### src/hw/rtl/scf_pkg.sv
`default_nettype none
package scf_pkg;

	localparam int FRAC_BITS = 8;
	localparam int COORD_BITS = 25;
	localparam int REG_W = 16;
	localparam int CFG_IDX_W = 3;
	localparam int ACT_W = 3;
	localparam int DT_W = 16;
	localparam int RAD_W = 24;

	localparam int DIFF_W = COORD_BITS + 1;
	localparam int CMP_W = COORD_BITS + 3;
	localparam int MUL_A_W = COORD_BITS + REG_W;
	localparam int MUL_B_W = COORD_BITS;
	localparam int MUL_P_W = MUL_A_W + MUL_B_W;
	localparam int MUL_CNT_W = $clog2(MUL_B_W);
	localparam int SUM_W = MUL_P_W - DT_W + 2;
	localparam int ROOT_W = DIFF_W;
	localparam int RD_W = 2 * DIFF_W;
	localparam int RD_CNT_W = $clog2(RD_W);
	localparam int DIV_R_W = ROOT_W + 1;
	localparam int STEP_W = 2 * REG_W - (16 - FRAC_BITS);

	typedef logic signed [COORD_BITS-1:0] coord_t;

	localparam logic [REG_W-1:0] VW_RST = REG_W'(1280);
	localparam logic [REG_W-1:0] VH_RST = REG_W'(720);
	localparam logic [REG_W-1:0] FS_RST = REG_W'(2000);
	localparam logic [REG_W-1:0] MS_RST = REG_W'(500);
	localparam coord_t TGT_X_RST = COORD_BITS'({VW_RST, {(FRAC_BITS-1){1'b0}}});
	localparam coord_t TGT_Y_RST = COORD_BITS'({VH_RST, {(FRAC_BITS-1){1'b0}}});
	localparam logic [ROOT_W-1:0] ONE_PX = ROOT_W'(1) << FRAC_BITS;

	localparam logic signed [SUM_W-1:0] SAT_HI =
		{{(SUM_W-COORD_BITS+1){1'b0}}, {(COORD_BITS-1){1'b1}}};
	localparam logic signed [SUM_W-1:0] SAT_LO =
		{{(SUM_W-COORD_BITS+1){1'b1}}, {(COORD_BITS-1){1'b0}}};

	typedef enum logic [ACT_W-1:0] {
		A_TARGET = 3'd0,
		A_FOLLOW = 3'd1,
		A_SNAP = 3'd2,
		A_MANUAL = 3'd3,
		A_SETPOS = 3'd4,
		A_VIS = 3'd5,
		A_W2S = 3'd6,
		A_S2W = 3'd7
	} act_t;

	typedef enum logic [CFG_IDX_W-1:0] {
		R_VW = 3'd0,
		R_VH = 3'd1,
		R_MW = 3'd2,
		R_MH = 3'd3,
		R_FS = 3'd4,
		R_MS = 3'd5,
		R_MODE = 3'd6
	} reg_idx_t;

	typedef enum logic [4:0] {
		S_IDLE,
		S_DISP,
		S_DES,
		S_DIFF,
		S_SQ,
		S_SQW,
		S_ROOT,
		S_ROOTW,
		S_STEP,
		S_STEPW,
		S_DEC,
		S_PS,
		S_PSW,
		S_PD,
		S_PDW,
		S_M1,
		S_M1W,
		S_M2,
		S_M2W,
		S_CLAMP,
		S_FIN
	} state_t;

	typedef struct packed {
		logic start;
		logic root;
	} rd_ctl_t;

	function automatic coord_t sat_c(input logic signed [SUM_W-1:0] v);
		coord_t r;
		if (v > SAT_HI) begin
			r = SAT_HI[COORD_BITS-1:0];
		end else if (v < SAT_LO) begin
			r = SAT_LO[COORD_BITS-1:0];
		end else begin
			r = v[COORD_BITS-1:0];
		end
		return r;
	endfunction

	function automatic coord_t clamp_axis(input coord_t p, input logic [REG_W-1:0] map,
			input logic [REG_W-1:0] vp);
		logic signed [REG_W+1:0] span;
		coord_t spe;
		coord_t lim;
		coord_t r;
		span = $signed({2'b00, map}) - $signed({2'b00, vp});
		spe = $signed(COORD_BITS'(span));
		lim = spe <<< FRAC_BITS;
		if (map <= vp) begin
			r = spe <<< (FRAC_BITS - 1);
		end else if (p > lim) begin
			r = lim;
		end else if (p < 0) begin
			r = '0;
		end else begin
			r = p;
		end
		return r;
	endfunction

endpackage
`default_nettype wire

### src/hw/rtl/scf_if.sv
`default_nettype none
interface scf_in_if import scf_pkg::*; ();
	logic valid;
	logic ready;
	logic [ACT_W-1:0] action;
	coord_t coord_x;
	coord_t coord_y;
	logic [DT_W-1:0] delta_time;
	logic [RAD_W-1:0] radius;

	modport source (output valid, action, coord_x, coord_y, delta_time, radius,
		input ready);
	modport sink (input valid, action, coord_x, coord_y, delta_time, radius,
		output ready);
endinterface

interface scf_out_if import scf_pkg::*; ();
	logic valid;
	logic ready;
	coord_t pos_x;
	coord_t pos_y;
	logic visible;
	coord_t mapped_x;
	coord_t mapped_y;

	modport source (output valid, pos_x, pos_y, visible, mapped_x, mapped_y,
		input ready);
	modport sink (input valid, pos_x, pos_y, visible, mapped_x, mapped_y,
		output ready);
endinterface
`default_nettype wire

### src/hw/rtl/scf_mul.sv
`default_nettype none
module scf_mul import scf_pkg::*; (
	input logic clk,
	input logic arst_n,
	input logic start,
	input logic [MUL_A_W-1:0] a,
	input logic [MUL_B_W-1:0] b,
	output logic busy,
	output logic [MUL_P_W-1:0] prod
);

	logic busy_q;
	logic [MUL_CNT_W-1:0] cnt_q;
	logic [MUL_P_W-1:0] mc_q;
	logic [MUL_B_W-1:0] mp_q;
	logic [MUL_P_W-1:0] acc_q;

	// one multiplier bit per cycle, shift and add
	always_ff @(posedge clk or negedge arst_n) begin
		if (!arst_n) begin
			busy_q <= 1'b0;
			cnt_q <= '0;
		end else if (start) begin
			busy_q <= 1'b1;
			cnt_q <= MUL_CNT_W'(MUL_B_W - 1);
		end else if (busy_q) begin
			if (cnt_q == '0) begin
				busy_q <= 1'b0;
			end else begin
				cnt_q <= cnt_q - 1'b1;
			end
		end
	end

	always_ff @(posedge clk) begin
		if (start) begin
			mc_q <= MUL_P_W'(a);
			mp_q <= b;
			acc_q <= '0;
		end else if (busy_q) begin
			if (mp_q[0]) begin
				acc_q <= acc_q + mc_q;
			end
			mc_q <= mc_q << 1;
			mp_q <= mp_q >> 1;
		end
	end

	assign busy = busy_q;
	assign prod = acc_q;

endmodule
`default_nettype wire

### src/hw/rtl/scf_rootdiv.sv
`default_nettype none
module scf_rootdiv import scf_pkg::*; (
	input logic clk,
	input logic arst_n,
	input rd_ctl_t ctl,
	input logic [RD_W-1:0] num,
	input logic [ROOT_W-1:0] den,
	output logic busy,
	output logic [RD_W-1:0] result
);

	logic busy_q;
	logic root_q;
	logic [RD_CNT_W-1:0] cnt_q;
	logic [RD_W-1:0] acc_q;
	logic [RD_W-1:0] rt_q;
	logic [RD_W-1:0] bt_q;
	logic [DIV_R_W-1:0] rem_q;
	logic [ROOT_W-1:0] dv_q;

	logic [RD_W-1:0] trial;
	logic ge;
	logic [DIV_R_W-1:0] remx;
	logic rge;

	assign trial = rt_q + bt_q;
	assign ge = acc_q >= trial;
	assign remx = {rem_q[DIV_R_W-2:0], acc_q[RD_W-1]};
	assign rge = remx >= {1'b0, dv_q};

	always_ff @(posedge clk or negedge arst_n) begin
		if (!arst_n) begin
			busy_q <= 1'b0;
			cnt_q <= '0;
		end else if (ctl.start) begin
			busy_q <= 1'b1;
			cnt_q <= ctl.root ? RD_CNT_W'(RD_W / 2 - 1) : RD_CNT_W'(RD_W - 1);
		end else if (busy_q) begin
			if (cnt_q == '0) begin
				busy_q <= 1'b0;
			end else begin
				cnt_q <= cnt_q - 1'b1;
			end
		end
	end

	// root: two radicand bits per cycle; divide: one quotient bit per cycle
	always_ff @(posedge clk) begin
		if (ctl.start) begin
			root_q <= ctl.root;
			acc_q <= num;
			rt_q <= '0;
			bt_q <= RD_W'(1) << (RD_W - 2);
			rem_q <= '0;
			dv_q <= den;
		end else if (busy_q) begin
			if (root_q) begin
				if (ge) begin
					acc_q <= acc_q - trial;
					rt_q <= (rt_q >> 1) + bt_q;
				end else begin
					rt_q <= rt_q >> 1;
				end
				bt_q <= bt_q >> 2;
			end else begin
				acc_q <= acc_q << 1;
				rem_q <= rge ? remx - {1'b0, dv_q} : remx;
				rt_q <= {rt_q[RD_W-2:0], rge};
			end
		end
	end

	assign busy = busy_q;
	assign result = rt_q;

endmodule
`default_nettype wire

### src/hw/rtl/scroll_camera_follow_clamp.sv
// channel  dir  modport          word
// cmd      in   scf_in_if.sink   action, coord_x, coord_y, delta_time, radius
// res      out  scf_out_if.source pos_x, pos_y, visible, mapped_x, mapped_y
// cfg      in   plain write      cfg_we, cfg_idx, cfg_data
//
// one word at a time; cmd.ready is high only between words
// set target, set position, snap, queries, mapping, follow in manual mode: no multiply
// manual move: two serial multiplies per axis
// follow tick: squares, root, step; partial step adds a multiply and a divide per axis
// a stalled result sits in the output register while the next word is taken
// reset loads the register defaults, zeroes the camera, centers the target
`default_nettype none
module scroll_camera_follow_clamp import scf_pkg::*; (
	input logic clk,
	input logic arst_n,
	scf_in_if.sink cmd,
	scf_out_if.source res,
	input logic cfg_we,
	input logic [CFG_IDX_W-1:0] cfg_idx,
	input logic [REG_W-1:0] cfg_data
);

	state_t state_q, state_d;

	logic [REG_W-1:0] vw_q, vh_q, mw_q, mh_q, fs_q, ms_q;
	logic mode_q;

	coord_t cam_x_q, cam_y_q, tgt_x_q, tgt_y_q;
	act_t act_q;
	coord_t cx_q, cy_q;
	logic [DT_W-1:0] dt_q;
	logic [RAD_W-1:0] r_q;

	logic ax_q;
	coord_t des_x_q, des_y_q;
	logic signed [DIFF_W-1:0] dx_q, dy_q;
	logic [RD_W-1:0] sum_q;
	logic [ROOT_W-1:0] dist_q;
	logic [STEP_W-1:0] step_q;
	logic vis_q;
	coord_t mx_q, my_q;

	logic out_vld_q;
	coord_t out_px_q, out_py_q, out_mx_q, out_my_q;
	logic out_vis_q;

	logic mul_start;
	logic [MUL_A_W-1:0] mul_a;
	logic [MUL_B_W-1:0] mul_b;
	logic mul_busy;
	logic [MUL_P_W-1:0] mul_prod;
	rd_ctl_t rd_ctl;
	logic rd_busy;
	logic [RD_W-1:0] rd_res;

	logic [REG_W+FRAC_BITS-2:0] half_w, half_h;
	coord_t des_x_c, des_y_c;
	logic signed [DIFF_W-1:0] d_sel;
	coord_t cam_sel, c_sel;
	logic [COORD_BITS-1:0] mag_d, mag_c;
	logic signed [SUM_W-1:0] step_mag;
	logic neg;
	coord_t upd;
	logic signed [CMP_W-1:0] cxe, cye, re, camxe, camye, wve, hve;
	logic vis_c;
	logic fin_load;

	scf_mul u_mul (
		.clk(clk),
		.arst_n(arst_n),
		.start(mul_start),
		.a(mul_a),
		.b(mul_b),
		.busy(mul_busy),
		.prod(mul_prod)
	);

	scf_rootdiv u_rootdiv (
		.clk(clk),
		.arst_n(arst_n),
		.ctl(rd_ctl),
		.num((state_q == S_PD) ? RD_W'(mul_prod) : sum_q),
		.den(dist_q),
		.busy(rd_busy),
		.result(rd_res)
	);

	assign half_w = {vw_q, {(FRAC_BITS-1){1'b0}}};
	assign half_h = {vh_q, {(FRAC_BITS-1){1'b0}}};
	assign des_x_c = sat_c(SUM_W'(tgt_x_q) - SUM_W'(half_w));
	assign des_y_c = sat_c(SUM_W'(tgt_y_q) - SUM_W'(half_h));

	assign d_sel = ax_q ? dy_q : dx_q;
	assign cam_sel = ax_q ? cam_y_q : cam_x_q;
	assign c_sel = ax_q ? cy_q : cx_q;
	assign mag_d = d_sel[DIFF_W-1] ? COORD_BITS'(-d_sel) : COORD_BITS'(d_sel);
	assign mag_c = c_sel[COORD_BITS-1] ? COORD_BITS'(-c_sel) : COORD_BITS'(c_sel);

	assign step_mag = (state_q == S_PDW) ? $signed(SUM_W'(rd_res[STEP_W-1:0]))
		: $signed(SUM_W'(mul_prod[MUL_P_W-1:DT_W]));
	assign neg = (state_q == S_PDW) ? d_sel[DIFF_W-1] : c_sel[COORD_BITS-1];
	assign upd = sat_c(SUM_W'(cam_sel) + (neg ? -step_mag : step_mag));

	assign cxe = CMP_W'(cx_q);
	assign cye = CMP_W'(cy_q);
	assign re = $signed(CMP_W'(r_q));
	assign camxe = CMP_W'(cam_x_q);
	assign camye = CMP_W'(cam_y_q);
	assign wve = $signed(CMP_W'({vw_q, {FRAC_BITS{1'b0}}}));
	assign hve = $signed(CMP_W'({vh_q, {FRAC_BITS{1'b0}}}));
	assign vis_c = (cxe + re >= camxe) && (cxe - re <= camxe + wve)
		&& (cye + re >= camye) && (cye - re <= camye + hve);

	assign fin_load = (state_q == S_FIN) && (!out_vld_q || res.ready);

	always_ff @(posedge clk or negedge arst_n) begin
		if (!arst_n) begin
			state_q <= S_IDLE;
		end else begin
			state_q <= state_d;
		end
	end

	always_comb begin
		state_d = state_q;
		mul_start = 1'b0;
		mul_a = '0;
		mul_b = '0;
		rd_ctl = '0;
		case (state_q)
			S_IDLE: begin
				if (cmd.valid) begin
					state_d = S_DISP;
				end
			end
			S_DISP: begin
				case (act_q)
					A_FOLLOW: state_d = mode_q ? S_CLAMP : S_DES;
					A_SNAP: state_d = S_DES;
					A_MANUAL: state_d = S_M1;
					A_SETPOS: state_d = S_CLAMP;
					default: state_d = S_FIN;
				endcase
			end
			S_DES: state_d = (act_q == A_SNAP) ? S_CLAMP : S_DIFF;
			S_DIFF: state_d = S_SQ;
			S_SQ: begin
				mul_start = 1'b1;
				mul_a = MUL_A_W'(mag_d);
				mul_b = mag_d;
				state_d = S_SQW;
			end
			S_SQW: begin
				if (!mul_busy) begin
					state_d = ax_q ? S_ROOT : S_SQ;
				end
			end
			S_ROOT: begin
				rd_ctl.start = 1'b1;
				rd_ctl.root = 1'b1;
				state_d = S_ROOTW;
			end
			S_ROOTW: begin
				if (!rd_busy) begin
					state_d = S_STEP;
				end
			end
			S_STEP: begin
				mul_start = 1'b1;
				mul_a = MUL_A_W'(fs_q);
				mul_b = MUL_B_W'(dt_q);
				state_d = S_STEPW;
			end
			S_STEPW: begin
				if (!mul_busy) begin
					state_d = S_DEC;
				end
			end
			S_DEC: begin
				if (dist_q <= ONE_PX || ROOT_W'(step_q) >= dist_q) begin
					state_d = S_CLAMP;
				end else begin
					state_d = S_PS;
				end
			end
			S_PS: begin
				mul_start = 1'b1;
				mul_a = MUL_A_W'(mag_d);
				mul_b = MUL_B_W'(step_q);
				state_d = S_PSW;
			end
			S_PSW: begin
				if (!mul_busy) begin
					state_d = S_PD;
				end
			end
			S_PD: begin
				rd_ctl.start = 1'b1;
				state_d = S_PDW;
			end
			S_PDW: begin
				if (!rd_busy) begin
					state_d = ax_q ? S_CLAMP : S_PS;
				end
			end
			S_M1: begin
				mul_start = 1'b1;
				mul_a = MUL_A_W'(ms_q);
				mul_b = mag_c;
				state_d = S_M1W;
			end
			S_M1W: begin
				if (!mul_busy) begin
					state_d = S_M2;
				end
			end
			S_M2: begin
				mul_start = 1'b1;
				mul_a = mul_prod[MUL_A_W-1:0];
				mul_b = MUL_B_W'(dt_q);
				state_d = S_M2W;
			end
			S_M2W: begin
				if (!mul_busy) begin
					state_d = ax_q ? S_CLAMP : S_M1;
				end
			end
			S_CLAMP: state_d = S_FIN;
			S_FIN: begin
				if (fin_load) begin
					state_d = S_IDLE;
				end
			end
			default: state_d = S_IDLE;
		endcase
	end

	always_ff @(posedge clk or negedge arst_n) begin
		if (!arst_n) begin
			vw_q <= VW_RST;
			vh_q <= VH_RST;
			mw_q <= VW_RST;
			mh_q <= VH_RST;
			fs_q <= FS_RST;
			ms_q <= MS_RST;
			mode_q <= 1'b0;
		end else if (cfg_we) begin
			case (cfg_idx)
				R_VW: vw_q <= cfg_data;
				R_VH: vh_q <= cfg_data;
				R_MW: mw_q <= cfg_data;
				R_MH: mh_q <= cfg_data;
				R_FS: fs_q <= cfg_data;
				R_MS: ms_q <= cfg_data;
				R_MODE: mode_q <= cfg_data[0];
				default: ;
			endcase
		end
	end

	always_ff @(posedge clk or negedge arst_n) begin
		if (!arst_n) begin
			cam_x_q <= '0;
			cam_y_q <= '0;
			tgt_x_q <= TGT_X_RST;
			tgt_y_q <= TGT_Y_RST;
			ax_q <= 1'b0;
			out_vld_q <= 1'b0;
		end else begin
			case (state_q)
				S_DISP: begin
					ax_q <= 1'b0;
					if (act_q == A_TARGET) begin
						tgt_x_q <= cx_q;
						tgt_y_q <= cy_q;
					end
					if (act_q == A_SETPOS) begin
						cam_x_q <= cx_q;
						cam_y_q <= cy_q;
					end
				end
				S_DES: begin
					if (act_q == A_SNAP) begin
						cam_x_q <= des_x_c;
						cam_y_q <= des_y_c;
					end
				end
				S_SQW: begin
					if (!mul_busy) begin
						ax_q <= ~ax_q;
					end
				end
				S_DEC: begin
					ax_q <= 1'b0;
					if (dist_q <= ONE_PX || ROOT_W'(step_q) >= dist_q) begin
						cam_x_q <= des_x_q;
						cam_y_q <= des_y_q;
					end
				end
				S_PDW, S_M2W: begin
					if (!(state_q == S_PDW ? rd_busy : mul_busy)) begin
						ax_q <= ~ax_q;
						if (ax_q) begin
							cam_y_q <= upd;
						end else begin
							cam_x_q <= upd;
						end
					end
				end
				S_CLAMP: begin
					cam_x_q <= clamp_axis(cam_x_q, mw_q, vw_q);
					cam_y_q <= clamp_axis(cam_y_q, mh_q, vh_q);
				end
				default: ;
			endcase
			if (fin_load) begin
				out_vld_q <= 1'b1;
			end else if (res.ready) begin
				out_vld_q <= 1'b0;
			end
		end
	end

	always_ff @(posedge clk) begin
		if (cmd.valid && cmd.ready) begin
			act_q <= act_t'(cmd.action);
			cx_q <= cmd.coord_x;
			cy_q <= cmd.coord_y;
			dt_q <= cmd.delta_time;
			r_q <= cmd.radius;
		end
		if (state_q == S_DISP) begin
			vis_q <= (act_q == A_VIS) ? vis_c : 1'b0;
			case (act_q)
				A_W2S: begin
					mx_q <= sat_c(SUM_W'(cx_q) - SUM_W'(cam_x_q));
					my_q <= sat_c(SUM_W'(cy_q) - SUM_W'(cam_y_q));
				end
				A_S2W: begin
					mx_q <= sat_c(SUM_W'(cx_q) + SUM_W'(cam_x_q));
					my_q <= sat_c(SUM_W'(cy_q) + SUM_W'(cam_y_q));
				end
				default: begin
					mx_q <= '0;
					my_q <= '0;
				end
			endcase
		end
		if (state_q == S_DES) begin
			des_x_q <= des_x_c;
			des_y_q <= des_y_c;
		end
		if (state_q == S_DIFF) begin
			dx_q <= DIFF_W'(des_x_q) - DIFF_W'(cam_x_q);
			dy_q <= DIFF_W'(des_y_q) - DIFF_W'(cam_y_q);
		end
		if (state_q == S_SQW && !mul_busy) begin
			sum_q <= ax_q ? sum_q + mul_prod[RD_W-1:0] : mul_prod[RD_W-1:0];
		end
		if (state_q == S_ROOTW && !rd_busy) begin
			dist_q <= rd_res[ROOT_W-1:0];
		end
		if (state_q == S_STEPW && !mul_busy) begin
			step_q <= mul_prod[STEP_W+(16-FRAC_BITS)-1:16-FRAC_BITS];
		end
		if (fin_load) begin
			out_px_q <= cam_x_q;
			out_py_q <= cam_y_q;
			out_vis_q <= vis_q;
			out_mx_q <= mx_q;
			out_my_q <= my_q;
		end
	end

	assign cmd.ready = (state_q == S_IDLE);
	assign res.valid = out_vld_q;
	assign res.pos_x = out_px_q;
	assign res.pos_y = out_py_q;
	assign res.visible = out_vis_q;
	assign res.mapped_x = out_mx_q;
	assign res.mapped_y = out_my_q;

endmodule
`default_nettype wire

### src/flat_wrapper.sv
// flat-port wrapper written by rule: the top's interface ports become plain ports
module scroll_camera_follow_clamp_flat import scf_pkg::*;
  (clk, arst_n, cfg_we, cfg_idx, cfg_data, cmd_valid, cmd_action, cmd_coord_x, cmd_coord_y, cmd_delta_time, cmd_radius, cmd_ready, res_valid, res_pos_x, res_pos_y, res_visible, res_mapped_x, res_mapped_y, res_ready);
  scf_in_if cmd_i ();
  scf_out_if res_i ();
  input logic clk;
  input logic arst_n;
  input logic cfg_we;
  input logic [CFG_IDX_W-1:0] cfg_idx;
  input logic [REG_W-1:0] cfg_data;
  input wire logic [$bits(cmd_i.valid)-1:0] cmd_valid;
  input wire logic [$bits(cmd_i.action)-1:0] cmd_action;
  input wire logic [$bits(cmd_i.coord_x)-1:0] cmd_coord_x;
  input wire logic [$bits(cmd_i.coord_y)-1:0] cmd_coord_y;
  input wire logic [$bits(cmd_i.delta_time)-1:0] cmd_delta_time;
  input wire logic [$bits(cmd_i.radius)-1:0] cmd_radius;
  output wire logic [$bits(cmd_i.ready)-1:0] cmd_ready;
  output wire logic [$bits(res_i.valid)-1:0] res_valid;
  output wire logic [$bits(res_i.pos_x)-1:0] res_pos_x;
  output wire logic [$bits(res_i.pos_y)-1:0] res_pos_y;
  output wire logic [$bits(res_i.visible)-1:0] res_visible;
  output wire logic [$bits(res_i.mapped_x)-1:0] res_mapped_x;
  output wire logic [$bits(res_i.mapped_y)-1:0] res_mapped_y;
  input wire logic [$bits(res_i.ready)-1:0] res_ready;
  assign cmd_i.valid = cmd_valid;
  assign cmd_i.action = cmd_action;
  assign cmd_i.coord_x = cmd_coord_x;
  assign cmd_i.coord_y = cmd_coord_y;
  assign cmd_i.delta_time = cmd_delta_time;
  assign cmd_i.radius = cmd_radius;
  assign cmd_ready = cmd_i.ready;
  assign res_valid = res_i.valid;
  assign res_pos_x = res_i.pos_x;
  assign res_pos_y = res_i.pos_y;
  assign res_visible = res_i.visible;
  assign res_mapped_x = res_i.mapped_x;
  assign res_mapped_y = res_i.mapped_y;
  assign res_i.ready = res_ready;
  scroll_camera_follow_clamp u_core (.clk(clk), .arst_n(arst_n), .cmd(cmd_i), .res(res_i), .cfg_we(cfg_we), .cfg_idx(cfg_idx), .cfg_data(cfg_data));
endmodule
### config.mk
export PLATFORM = sky130hd
export DESIGN_NAME = scroll_camera_follow_clamp_flat
export DESIGN_NICKNAME = d
export VERILOG_FILES = /design/src/hw/rtl/scf_pkg.sv /design/src/hw/rtl/scf_if.sv /design/src/hw/rtl/scf_mul.sv /design/src/hw/rtl/scf_rootdiv.sv /design/src/hw/rtl/scroll_camera_follow_clamp.sv /design/src/flat_wrapper.sv
export SDC_FILE = /design/constraint.sdc
export NUM_CORES = 2
export LEC_CHECK = 0
export BUFFER_PORTS_ARGS = -buffer_cell sky130_fd_sc_hd__buf_2
export CAP_MARGIN = 20
export CORE_MARGIN = 2
export CORE_UTILIZATION = 55
export CTS_BUF_LIST = sky130_fd_sc_hd__clkbuf_8 sky130_fd_sc_hd__clkbuf_16
export DETAILED_ROUTE_END_ITERATION = 7
export GPL_TIMING_DRIVEN = 0
export PLACE_DENSITY = 0.69
export SYNTH_ARGS = -nofsm -noshare
export SYNTH_HDL_FRONTEND = slang
export SYNTH_SLANG_ARGS = --single-unit
### constraint.sdc
create_clock -name clk -period 17.3 [get_ports clk]
set_input_delay 3.46 -clock clk [delete_from_list [all_inputs] [get_ports clk]]
set_output_delay 3.46 -clock clk [all_outputs]
set_load 0.1 [all_outputs]
==> metrics.yaml <==
status:
  status: "finished with violations"
  violations: "DRC, slew limit"
finish:
  finalNonFillerCells: 11312
  areaGrowthSynthToFinish_pct: 10.5
  fin_util_pct: 61.2
  drive_gt1_share_pct: 8.76
  finalNetCount: 10239
route:
  antenna_left: 0
  routed_via_density: 6.76
  wirelength_um: 338000
  vias: 76455
  drc_errors: 30
  wl_per_cell_um: 29.9
  drt_iter0_drc: 11183
  drt_pass1_iterations: 8
sta:
  tightest_slew_ns: 1.58
  max_freq_mhz: 81.9
  fin_ws_ns: 5.09
  hold_viol_final: 0
  skew_ns: 0.0608
  finalCritPeriodShare_pct: 70.6
  slew_headroom_pct: -5.06
  hold_ws_ns: 0.418
  rsz0062_at_grt: "no"
  setup_viol: 0
  slew_viol_final: 9
  finalCriticalPeriod_ns: 12.21
logic_synthesis:
  synth_top_area_share_pct: 22.5
  syn_nets: 9843
  yosysMostFrequentCell: "ha_1"
  syn_area_um2: 79300
  synth-seq-cells: 1006
  synth_commonest_cells: "ha_1, a21oi_1, nor2_1, nand2_1, edfxtp_1"
  synthArstFlopShare_pct: 21.6
  synth_top_flop_cell: "edfxtp_1"
  synth_edf_count: 594
  ys_seq_area_share_pct: 34.3
  synth_area_leaders: "edfxtp_1, ha_1, dfrtp_1"
  synth.distinct_cells: 106
  synth_top_area_cell: "edfxtp_1"
  yosys_warnings: 0
  avgSynthCellArea_um2: 8.92
  synthCells: 8895
floorplan:
  die-area_um2: 147000
  chipHeight_um: 384
  num_rows: 139
  die_x_um: 384
  top_level_ports: 220
  core_area_um2: 143000
  start_util_pct: 55.4
place:
  place_ws_ns: 6.03
  numPortBuffers: 217
  gp_congestion: 1.06
  hpwlAfterDp_um: 267000
  dp_cells: 11068
grt:
  met1_usage_pct: 62.6
  use_met3_pct: 16.2
  grt_overflow: 0
  antenna_found_initial: 35
  grt_pass1_wl_um: 478000
  track_usage_pct: 44.4
  busiest_layer: "met1"
  grt_pass1_vias: 69104
  use_met2_pct: 60.7
  grt_max_degree: 105
pwr:
  clockPowerShare_pct: 12.8
  p_seq_share_pct: 22.3
  p_comb_share_pct: 65.0
  p_switching_mw: 10.9
  p_int_mw: 9.67
  power_mw: 20.6
  power.density_nw_per_um2: 235
  p_leak_nw: 36.4
  swShare_pct: 53.0
  irDropWorstVdd_mv: 0.174
cts:
  worstSkewPairLatency_ns: 0.80
  cts_hold_buf: 0
  post_cts_buffers: 0
  cts_buffer_depth: 3
  cts_tree: "done"
  postCtsResizedCells: 0
  clkSinkCount: 1006
  cts_max_level: 3
  cts_buffers: 115
  cts_root_buf: "clkbuf_16"
  cts.reportedPaths.clkPinSlew_ns: 0.06
setup_path:
  critPathKind: "reg -> reg"
  critPathMaxFanout: 10
  cp-end-kind: "flip-flop"
  cp.arrival_ns: 12.81
  startpoint_type: "flip-flop"
  cp_data_required_time_ns: 17.90
  reg2reg_setup_slack_ns: 5.09
hold_path:
  hold_class: "reg -> reg"
flow_run:
  max_cap_viol_count: 0
flip-flops by register name, summed over array words and instances, names as in the netlist, 26 cells and up:
signal,flops
u_core.u_mul.mc_q,66
u_core.u_mul.prod,66
u_core.sum_q,52
u_core.u_rootdiv.acc_q,52
u_core.u_rootdiv.result,52
u_core.dist_q,26
u_core.dx_q,26
u_core.dy_q,26
u_core.u_rootdiv.bt_q,26
u_core.u_rootdiv.dv_q,26
u_core.u_rootdiv.rem_q,26
routing by layer:
layer  vias up  share of wire [%]
met2      5031                 39
met5         -               0.15
met1     36883                 41
li1      33690                  -
met3       809                 15
met4        42                4.9
worst paths after layout:
check                                              start                                end  cells past startpoint
worst min-delay path            u_core.mx_q[8]$_DFFE_PP_   u_core.res.mapped_x[8]$_DFFE_PP_                      0
max in group asynchronous                         arst_n      u_core.tgt_x_q[0]$_DFFE_PN0P_                      3
worst max register to register   u_core.ax_q$_DFFE_PN0P_      u_core.cam_x_q[7]$_DFFE_PN0P_                     24
min in group asynchronous                         arst_n  u_core.u_mul.cnt_q[3]$_DFFE_PN0P_                      1
worst max-delay path             u_core.ax_q$_DFFE_PN0P_      u_core.cam_x_q[7]$_DFFE_PN0P_                     24
worst min register to register  u_core.mx_q[8]$_DFFE_PP_   u_core.res.mapped_x[8]$_DFFE_PP_                      0
layout by cell type (no fill, tap or decap), drive strengths merged, types with 42 or more instances in the layout:
| cell | n |
|---|---|
| a31oi | 150 |
| a21o | 234 |
| clkbuf | 464 |
| or3 | 56 |
| nand2 | 740 |
| inv | 491 |
| o211ai | 68 |
| and2 | 47 |
| nand2b | 113 |
| nand3 | 126 |
| ha | 810 |
| nor2b | 112 |
| buf | 330 |
| o21ai | 592 |
| a211oi | 101 |
| xnor2 | 412 |
| o21a | 115 |
| xor2 | 205 |
| clkinv | 45 |
| edfxtp | 594 |
| and3 | 65 |
| nor2 | 756 |
| nor3 | 241 |
| a221oi | 46 |
| mux2 | 169 |
| o22ai | 79 |
| nor4 | 59 |
| dfxtp | 195 |
| dfrtp | 187 |
| a222oi | 51 |
| o21bai | 108 |
| mux2i | 129 |
| a21oi | 775 |
| nand4 | 80 |
| or2 | 42 |
| o31ai | 51 |
| a22oi | 79 |
metrics by stage:
step | setup TNS, ns | instance area (µm²)
global placement | -250.81 | 82800
global route | 0 | 87600
detailed placement | 0 | 83500
floorplan | 0 | 79300
CTS | 0 | 87500
finish | 0 | 87700
cell families after synthesis:
group / share of synthesized area, %
mux: 4.03
buf+inv: 4.10
compound gates: 22.6
fa+ha+maj: 13.3
simple gates: 14.8
flops: 34.3
xor+xnor: 6.81
power groups by stage:
stage	Sequential (mW)	Clock [mW]	Combinational (mW)
global placement	4.56	0	12.4
global route	4.56	2.71	14.3
CTS	4.49	2.62	12.8
finish	4.58	2.63	13.4
detailed placement	4.53	0	12.7
floorplan	4.13	0	8.79
critical path, cell delays in order (launching register included):
cell       delay [ns]
dfrtp_1          0.41
buf_2            0.27
clkbuf_1         0.51
clkbuf_1         0.50
buf_1            0.49
buf_1            0.68
clkbuf_1         0.71
clkbuf_1         0.81
clkbuf_1         0.83
o21ai_0          0.44
fa_1             0.58
a211oi_1         0.40
o21ai_1          0.19
a21oi_1          0.77
a21oi_1          0.33
nor4_4           0.59
o31ai_1          0.14
a2111oi_0        0.65
nand4_1          0.17
nor4_1           0.21
nand4_1          0.18
o31ai_4          0.93
buf_4            0.44
nand3_1          0.23
a31oi_1          0.50
final cells by class:
class | instances | area [µm²]
well taps | 1903 | 2380
repair buffers | 279 | 1830
diodes | 17 | 42.5
clock inverters | 86 | 863
fillers | 12580 | 55600
inverters | 472 | 1770
flip-flops and latches | 1006 | 27200
plain buffers | 383 | 1490
multi-input cells | 7034 | 49000
clock buffers | 132 | 3150
(Power assumes the default switching activity.)
